===== src/rtl/sor3d_pkg.sv =====
// ----------------------------------------------------------------------------
// SOR stencil package
// Grid geometry, command codes and the queue entry shared by the SOR modules.
// ----------------------------------------------------------------------------
package sor3d_pkg;

  // Inner grid size; the grid adds one halo point on every side.
  localparam int X_INNER = 14;
  localparam int Y_INNER = 14;
  localparam int Z_INNER = 14;

  localparam int COORD_W    = 4;
  localparam int DATA_W     = 32;
  localparam int ADDR_W     = 3 * COORD_W;
  localparam int GRID_DEPTH = 1 << ADDR_W;
  localparam int RELAX_W    = 15;
  localparam int QUEUE_DEPTH = 2;

  localparam logic [RELAX_W-1:0] RELAX_RESET = 15'd16384;

  localparam logic CMD_LOAD    = 1'b0;
  localparam logic CMD_COMPUTE = 1'b1;

  typedef enum logic [1:0] {
    OP_LOAD    = 2'd0,
    OP_COPY    = 2'd1,
    OP_STENCIL = 2'd2,
    OP_SKIP    = 2'd3
  } sor3d_op_t;

  // For a copy, x already holds the x coordinate of the point to copy from.
  typedef struct packed {
    sor3d_op_t           op;
    logic [COORD_W-1:0]  x;
    logic [COORD_W-1:0]  y;
    logic [COORD_W-1:0]  z;
    logic [DATA_W-1:0]   old_value;
    logic [DATA_W-1:0]   source;
  } sor3d_entry_t;

endpackage


===== src/rtl/sor3d_queue.sv =====
// ----------------------------------------------------------------------------
// SOR request queue
// Short FIFO of classified entries between the front and the back end.
// ----------------------------------------------------------------------------
module sor3d_queue import sor3d_pkg::*; (
  input  logic         clk,
  input  logic         rst_n,
  input  logic         push,
  input  sor3d_entry_t push_entry,
  output logic         full,
  input  logic         pop,
  output logic         head_valid,
  output sor3d_entry_t head_entry
);

  localparam int PTR_W = (QUEUE_DEPTH > 1) ? $clog2(QUEUE_DEPTH) : 1;
  localparam int CNT_W = $clog2(QUEUE_DEPTH + 1);

  sor3d_entry_t     entries_r [QUEUE_DEPTH];
  logic [PTR_W-1:0] wr_ptr_r, wr_ptr_nxt;
  logic [PTR_W-1:0] rd_ptr_r, rd_ptr_nxt;
  logic [CNT_W-1:0] count_r, count_nxt;
  logic             do_push, do_pop;

  assign full       = (count_r == CNT_W'(QUEUE_DEPTH));
  assign head_valid = (count_r != '0);
  assign head_entry = entries_r[rd_ptr_r];
  assign do_push    = push && !full;
  assign do_pop     = pop && head_valid;

  always_comb begin
    wr_ptr_nxt = wr_ptr_r;
    rd_ptr_nxt = rd_ptr_r;
    count_nxt  = count_r;
    if (do_push) begin
      wr_ptr_nxt = (wr_ptr_r == PTR_W'(QUEUE_DEPTH - 1)) ? '0 : wr_ptr_r + PTR_W'(1);
    end
    if (do_pop) begin
      rd_ptr_nxt = (rd_ptr_r == PTR_W'(QUEUE_DEPTH - 1)) ? '0 : rd_ptr_r + PTR_W'(1);
    end
    if (do_push && !do_pop) begin
      count_nxt = count_r + CNT_W'(1);
    end else if (do_pop && !do_push) begin
      count_nxt = count_r - CNT_W'(1);
    end
  end

  always_ff @(posedge clk) begin
    if (!rst_n) begin
      wr_ptr_r <= '0;
      rd_ptr_r <= '0;
      count_r  <= '0;
    end else begin
      wr_ptr_r <= wr_ptr_nxt;
      rd_ptr_r <= rd_ptr_nxt;
      count_r  <= count_nxt;
    end
  end

  always_ff @(posedge clk) begin
    if (do_push) begin
      entries_r[wr_ptr_r] <= push_entry;
    end
  end

endmodule


===== config.mk =====
export PLATFORM = sky130hd
export DESIGN_NAME = sor3d_queue
export DESIGN_NICKNAME = d
export VERILOG_FILES = /design/src/rtl/sor3d_pkg.sv /design/src/rtl/sor3d_queue.sv
export SDC_FILE = /design/constraint.sdc
export NUM_CORES = 1
export LEC_CHECK = 0
export BUFFER_PORTS_ARGS = -buffer_cell sky130_fd_sc_hd__buf_2
export CAP_MARGIN = 40
export CELL_PAD_IN_SITES_DETAIL_PLACEMENT = 1
export CELL_PAD_IN_SITES_GLOBAL_PLACEMENT = 2
export CORE_MARGIN = 8
export CORE_UTILIZATION = 41
export CTS_CLUSTER_DIAMETER = 150
export CTS_CLUSTER_SIZE = 8
export DETAILED_ROUTE_END_ITERATION = 7
export PLACE_DENSITY_LB_ADDON = 0.1
export SETUP_SLACK_MARGIN = 0.02
export SLEW_MARGIN = 20
export SYNTH_ARGS = -nofsm -noshare
export SYNTH_HDL_FRONTEND = slang
export SYNTH_SLANG_ARGS = --single-unit

===== constraint.sdc =====
create_clock -name clk -period 12.2 [get_ports clk]
set_input_delay 0.61 -clock clk [delete_from_list [all_inputs] [get_ports clk]]
set_output_delay 0.61 -clock clk [all_outputs]
set_load 0.005 [all_outputs]

==> reports/metrics.cfg <==
[run_status]
status=completed

[logic_synthesis]
ys_seq_area_share_pct=80.49
syn_nets=351
synth-seq-cells=161
netlist_instances=268
synth_warnings=0
synthDistinctLibCells=23
syn_avg_cell_area_um2=22.18
netlist_area_um2=5944

[final_layout]
nets=526
layout.cells.most_common_list=buf_2 (161), edfxtp_1 (156), mux2_2 (58)
design_area_um2=7622
final_common_cell=buf_2
areaGrowthSynthToFinish_pct=28.23
drive_gt1_share_pct=60.96

[global_route]
grt_pass1_vias=3429
globalRoute.totalOverflow=0
grt_max_degree=43
antenna_found_initial=2
grt_pass1_wl_um=19140
grt_util_all_layers_pct=14.22

[power]
power.total_w=0.001648
power_density_nw_per_um2=216.2
power.static_leakage_nw=2.882
ir_worst_vdd_mv=0.09610

[placed_design]
portBuffers=161
pre_cts_slack_ps=9660
placed_area_um2=6975
gp_congestion=0.7189
dp_hpwl_um=8802

[sta]
clock_skew_ps=4.352
max_slew_margin_pct=57.45
min_period_ps=2922
drv_slew=0
min_period_over_period_pct=23.95
layout_setup_ws_ps=9278
timing_hold_violations_final=0
max_freq_mhz=342.2
setup_viol=0
tns_ps=0
rsz0062_at_grt=no
tightest_slew_ps=638.3

[setup_path]
crit_path_start_kind=flop
cp_data_required_time_ps=11590
critPathCaptureType=primary output
path_class=flop to primary output
critPathArrivalTime_ps=2310
path_max_fanout=41

[floorplan]
std_cell_rows=44
die_w_um=136.4
fp.dieArea_um2=18610
io_pins=162
fp.dieH_um=136.4
design.core.area_um2=14370
start_util_pct=41.37

[clocking]
ctsResizeCount=0
cts_tree=built
ctsHoldBuffers=0
h-tree-depth=4
post_cts_buffers=0
cts.clk_slew.worst_paths_ps=60
clk_path_buf_depth=2
ctsRootBufferMaster=clkbuf_16
clk_latency_ps=430
cts_inserted_buffers=17
clkSinkCount=161

[detailed_routing]
drt_first_pass_iters=4
detailroute.via_count=3027
post-route-drc-count=0
finalWirelength_um=12770
first_iter_violations=189
via_per_inst=4.715
drtAntennaViolNets=0
wl_per_cell_um=19.89

[run]
cap_violations=0

[min_path]
hold_class=input port to flop

[critical path: stages (launching register included)]
cell and delay (ps):
dfxtp_4 700, buf_4 630, mux2_2 410, buf_2 130
[synth_stat cells]
master	n	area [um2]
mux2_2	58	653.1
or3_1	1	6.260
a21boi_0	1	7.510
dfxtp_1	5	100.1
and2_1	3	18.77
and3_1	1	6.260
nor3_2	1	10.01
a21boi_1	1	7.510
xor2_1	1	8.760
buf_6	4	45.04
o21a_1	1	7.510
edfxtp_1	156	4684
nand2b_1	1	6.260
buf_2	5	25.02
o21ai_1	1	5.000
or2_2	1	6.260
ha_1	1	12.51
o21ai_0	1	5.000
xnor2_1	2	17.52
nor2_1	1	3.750
mux2_4	20	300.3
inv_1	1	3.750
inv_2	1	3.750
[stage by stage]
| stage | cells | hold WS [ps] | utilization, % |
|---|---|---|---|
| 6_report | 642 | 369.1 | 53.05 |
| 5_1_grt | 641 | 342.6 | 53.03 |
| 4_1_cts | 640 | 347.5 | 53.01 |
| 3_5_place_dp | 608 | 530.4 | 48.55 |
| 3_3_place_gp | 607 | 502.4 | 48.35 |
| 2_1_floorplan | 268 | 478.5 | - |
[sequential cells by signal (all words and copies together) (netlist names), named ones only]
name	cells
entries_r	156
count_r	2
rd_ptr_r	1
wr_ptr_r	1
[path summary, 6_finish.rpt]
kind / start / to / slack, ps / depth (start not counted)
setup / recovery: flop / head_entry[34] / 9280 / 3
hold / removal: push_entry[58] / entries_r[0][58] / 370 / 1
setup reg to reg: count_r[0] / entries_r[1][77] / 10340 / 3
hold reg to reg: count_r[1] / count_r[1] / 540 / 2
[report_power, final]
part	internal (W)	switching, W
Combinational	0.000184	0.000154
Clock	0.000361	0.000212
Sequential	0.000696	0.0000401
Total	0.00124	0.000407
[cells by family (layout without fill, tap and decap cells)]
kind of cell    after synthesis  after routing  share of synthesized area (%)
other cells                   0              2                              0
mux                          78             78                          16.04
fa+ha+maj                     1              1                         0.2104
compound gates                5              5                         0.5472
simple gates                  9              9                         0.9685
flops                       161            161                          80.49
buf+inv                      11            199                          1.305
xor+xnor                      3              3                         0.4421
[cell type report]
cell class	count	area [um2]
Sequential cell	161	4788
Fill cell	1353	6746
Clock inverter	15	216.5
Tap cell	184	230.2
Multi-Input combinational cell	96	1094
Timing Repair Buffer	165	855.8
Clock buffer	17	425.4
Antenna cell	2	5.005
Inverter	2	7.507
[layer usage]
metal	up-vias	track usage [%]	routed length, um
met1	1501	15.49	4963
li1	1415	-	-
met5	-	0	0
met3	16	6.098	976
met4	0	6.467	193
met2	95	23.65	6635
Note: power is estimated with default switching activity, not from simulation.
