## src/rtl/sor3d_pkg.sv

```systemverilog
// ----------------------------------------------------------------------------
// SOR stencil package
// Grid geometry, command codes and the queue entry shared by the SOR modules.
// ----------------------------------------------------------------------------
package sor3d_pkg;

  // Inner grid size; the grid adds one halo point on every side.
  localparam int X_INNER = 14;
  localparam int Y_INNER = 14;
  localparam int Z_INNER = 14;

  localparam int COORD_W    = 4;
  localparam int DATA_W     = 32;
  localparam int ADDR_W     = 3 * COORD_W;
  localparam int GRID_DEPTH = 1 << ADDR_W;
  localparam int RELAX_W    = 15;
  localparam int QUEUE_DEPTH = 2;

  localparam logic [RELAX_W-1:0] RELAX_RESET = 15'd16384;

  localparam logic CMD_LOAD    = 1'b0;
  localparam logic CMD_COMPUTE = 1'b1;

  typedef enum logic [1:0] {
    OP_LOAD    = 2'd0,
    OP_COPY    = 2'd1,
    OP_STENCIL = 2'd2,
    OP_SKIP    = 2'd3
  } sor3d_op_t;

  // For a copy, x already holds the x coordinate of the point to copy from.
  typedef struct packed {
    sor3d_op_t           op;
    logic [COORD_W-1:0]  x;
    logic [COORD_W-1:0]  y;
    logic [COORD_W-1:0]  z;
    logic [DATA_W-1:0]   old_value;
    logic [DATA_W-1:0]   source;
  } sor3d_entry_t;

endpackage

```

## src/rtl/sor3d_front.sv

```systemverilog
// ----------------------------------------------------------------------------
// SOR front end
// Accepts requests and sorts them into load, copy, stencil or skip entries.
// ----------------------------------------------------------------------------
module sor3d_front import sor3d_pkg::*; (
  input  logic                      in_valid,
  output logic                      in_ready,
  input  logic                      in_command,
  input  logic [COORD_W-1:0]        in_x_index,
  input  logic [COORD_W-1:0]        in_y_index,
  input  logic [COORD_W-1:0]        in_z_index,
  input  logic signed [DATA_W-1:0]  in_old_value_in,
  input  logic signed [DATA_W-1:0]  in_source_in,
  input  logic                      q_full,
  output logic                      q_push,
  output sor3d_entry_t              q_entry
);

  localparam logic [COORD_W-1:0] X_WRAP = COORD_W'(X_INNER);

  int xi, yi, zi;

  assign in_ready = !q_full;
  assign q_push   = in_valid && !q_full;

  always_comb begin
    xi = int'(in_x_index);
    yi = int'(in_y_index);
    zi = int'(in_z_index);

    q_entry.x         = in_x_index;
    q_entry.y         = in_y_index;
    q_entry.z         = in_z_index;
    q_entry.old_value = in_old_value_in;
    q_entry.source    = in_source_in;
    q_entry.op        = OP_SKIP;

    // The halo rules are tried in order; the first match wins.
    priority if (in_command == CMD_LOAD) begin
      q_entry.op = OP_LOAD;
    end else if (xi == X_INNER + 1) begin
      q_entry.op = OP_COPY;
      q_entry.x  = COORD_W'(1);
    end else if (xi == 0) begin
      q_entry.op = OP_COPY;
      q_entry.x  = X_WRAP;
    end else if (yi == Y_INNER + 1) begin
      q_entry.op = OP_COPY;
      q_entry.x  = in_x_index - COORD_W'(1);
    end else if (yi == 0) begin
      q_entry.op = OP_COPY;
    end else if (xi <= X_INNER && yi <= Y_INNER && zi >= 1 && zi <= Z_INNER) begin
      q_entry.op = OP_STENCIL;
    end else begin
      q_entry.op = OP_SKIP;
    end
  end

endmodule

```

## config.mk

```make
export PLATFORM = sky130hd
export DESIGN_NAME = sor3d_front
export DESIGN_NICKNAME = d
export VERILOG_FILES = /design/src/rtl/sor3d_pkg.sv /design/src/rtl/sor3d_front.sv
export SDC_FILE = /design/constraint.sdc
export NUM_CORES = 1
export LEC_CHECK = 0
export ABC_AREA = 1
export BUFFER_PORTS_ARGS = -buffer_cell sky130_fd_sc_hd__buf_4
export CAP_MARGIN = 20
export CORE_AREA = 2 2 61 63
export DETAILED_ROUTE_END_ITERATION = 8
export DIE_AREA = 0 0 63 65
export GPL_TIMING_DRIVEN = 0
export PLACE_DENSITY_LB_ADDON = 0.1
export SLEW_MARGIN = 20
export SYNTH_ARGS = -nofsm -noshare
export SYNTH_HDL_FRONTEND = slang
export SYNTH_SLANG_ARGS = --single-unit
```

## constraint.sdc

```tcl
create_clock -name vclk -period 0.8
set_input_delay 0.04 -clock vclk [all_inputs]
set_output_delay 0.04 -clock vclk [all_outputs]
set_load 0.03 [all_outputs]
```

==> impl_summary.txt <==
----------------------------------------------------
[Run status]
  Outcome ... finished with violations
  Violations in the final reports ... setup timing

[GRT]
  Antenna violations before repair ... 0
  Via count of the first global-routing pass ... 915
  Wire length of the first global-routing pass ... 3840 microns
  Maximum number of pins on one net before global-route repair ... 8
  Leftover overflow at the end of global routing ... 0
  Total routing usage reported by global routing ... between 10 and 15%

[Worst setup path]
  Crit-path slowest cell ... ha_4
  Crit Path Class ... in2out
  Sort of element at the start of the critical path ... input pin
  Highest cell delay on the worst timing path ... 0.20 ns
  Maximum fanout along the worst path ... 4
  Arrival time of data at the critical path endpoint ... ~0.96 ns
  Sort of element at the end of the critical path ... output port
  Critical Path, Cell by Cell ... buf_8 > clkinvlp_4 > ha_4 > nand2_4 > nand2_2 > inv_2 > nand2_4 > nor2_4 > nor2_4 > buf_6
  Data required time of the critical path ... between 0.7 and 0.8 ns

[Logic synthesis]
  Synth top cells by count ... buf_4, nand2_1, inv_1, nor2_1, nand3_1
  Top cell type by total area after synthesis ... buf_4
  Cell count after synthesis ... 142
  Seq/Total Area, Yosys ... 0%
  Yosys top cell area share ... 61.6%
  Mean instance size in the synthesized netlist ... 6.18 sq um
  Synth warn ... 0
  Synth Net Count ... 224
  Number of different library cells in the post-synthesis netlist ... 14
  Cell with the most instances after synthesis ... buf_4
  Cell area after technology mapping ... 877 sq um
  Main area contributors after synthesis ... buf_4, nand2_1, inv_1, nor2_1, ha_1

[STA]
  Hold Vio Cnt, Final ... 0
  Final period demand of the worst path ... 1.00 ns
  Worst Tran Pin Value ... 0.211 ns
  Setup WS post-layout ... -0.204 ns
  Share of the cycle needed by the critical path after routing ... 126%
  Unrepaired setup endpoints after global routing ... true
  Relative slew slack ... between 80% and 90%
  Maximum operating frequency ... 996 MHz
  Total setup violations reported at the end of the flow ... 6
  Final max-slew violation count ... 0

[Finish]
  Layout overhead on the synthesized area ... 106%
  Number of flip-flops and latches ... 0
  Number of clock buffers in the layout ... 0
  Cell Count, Final, Fillers Out ... around 290
  Layout net count ... 323
  Share of layout cells above drive strength 1 ... approximately 83%
  Count of inserted antenna diode cells ... 0
  FF+latch area ... 0 sq um
  Core utilization of the finished layout ... 51.8%
  Final-layout fill cell count ... roughly 360

[Routing]
  Aggregate routed wire length ... about 2500 microns
  Detailed Routing Iterations Pass 1 ... 4
  Post-detailed-route DRC marker count ... 0
  Routed wire per std cell ... 8.68 microns
  DR vias/cell ... 3.67
  Count of nets left with antenna violations after detail routing ... 0
  Total number of vias ... 1,052
  Violation count after the first detailed-route iteration ... 11

[Floorplanning]
  Starting utilization of the core area ... 25.1%
  Core Box Area ... roughly 3500 sq um
  Die outline area ... slightly above 4000 sq um
  Die width ... roughly 63 microns
  Cell Rows ... 22
  Vert. Die Dim ... 65 microns
  I/O Pins ... roughly 160

[Placed design]
  Dpl cells ... 285
  RD Place Congestion ... 0.676
  Worst-case setup slack after placement ... -0.305 ns
  DPL Wire Length ... 2330 microns
  Number of buffer cells added on primary ports ... 95

[Power and ir drop]
  Worst vdd ir ... 350 uV
  Total power ... 1360 uW
  Leak pwr ... 0.00105 uW
  P per Cell Area ... 749 nW/um^2

[Job]
  Max capacitance violation total ... 0

[Hold path]
  Path type of the worst min-delay path ... in2out

----------------------------------------------------
## cells by family after synthesis
family,count (synthesis),share of synthesized area (%)
adder cells (fa/ha/maj),3,4.28
AO/OA/AOI/OAI,4,3.42
buffers and inverters,86,67.6
AND/OR/NAND/NOR,49,24.7
## worst max-delay path: cells and delay by family
| family | cells | cell delay, ns |
|---|---|---|
| adder cells (fa/ha/maj) | 1 | 0.20 |
| AND/OR/NAND/NOR | 5 | 0.34 |
| buffers and inverters | 4 | 0.39 |
## cell usage in the layout, fill, tap and decap left out
cell type / instances
a21boi_4: 1
buf_4: 161
buf_6: 7
buf_8: 1
clkinvlp_4: 1
ha_2: 1
ha_4: 2
inv_1: 7
inv_2: 6
nand2_1: 21
nand2_2: 4
nand2_4: 2
nand3_1: 4
nand3_2: 2
nand4_1: 1
nor2_1: 8
nor2_2: 3
nor2_4: 4
o21ai_2: 1
o21ai_4: 2
## per-stage QoR
stage                     hold WS, ns  instance area (sq um)  setup TNS (ns)
after floorplan                 0.190                    932               0
after global placement          0.296                   1710           -1.44
after detailed placement        0.296                   1710           -1.42
after CTS                       0.296                   1780           -1.02
after global routing            0.298                   1810           -1.44
final                           0.296                   1810          -0.910
## per-layer routing
metal | global-route usage, % | vias up | part of all wire, %
li1 | - | 551 | -
met1 | 11.8 | 423 | 31
met2 | 22.6 | 78 | 55
met3 | 2.60 | 0 | 14
met4 | 0 | 0 | 0
met5 | 0 | - | 0
## area by class of cell
| type | count | area, sq um | area share (%) |
|---|---|---|---|
| multi-input cells | 56 | 392 | 21.6 |
| repair buffers | 97 | 762 | 42.1 |
| plain buffers | 72 | 541 | 29.9 |
| inverters | 14 | 56.3 | 3.11 |
| well taps | 48 | 60.1 | 3.32 |
## where the power goes
part,switching (uW),leakage (uW),internal (uW)
Combinational,720,0.00105,635
Sequential,0,0,0
Clock,0,0,0
## repair_timing
item / 4_1_cts / 5_1_grt
pin swaps: 8 / 7
setup endpoints to repair: 6 / 6
buffers inserted: 2 / 0
gates resized for setup: 16 / 6
hold buffers: 0 / 0
## worst paths after layout
kind,start,end,slack (ns),cells past startpoint
worst max-delay path,in_x_index[0],q_entry[76],-0.20,10
worst min-delay path,in_old_value_in[26],q_entry[58],0.30,2
(Power assumes the default switching activity.)
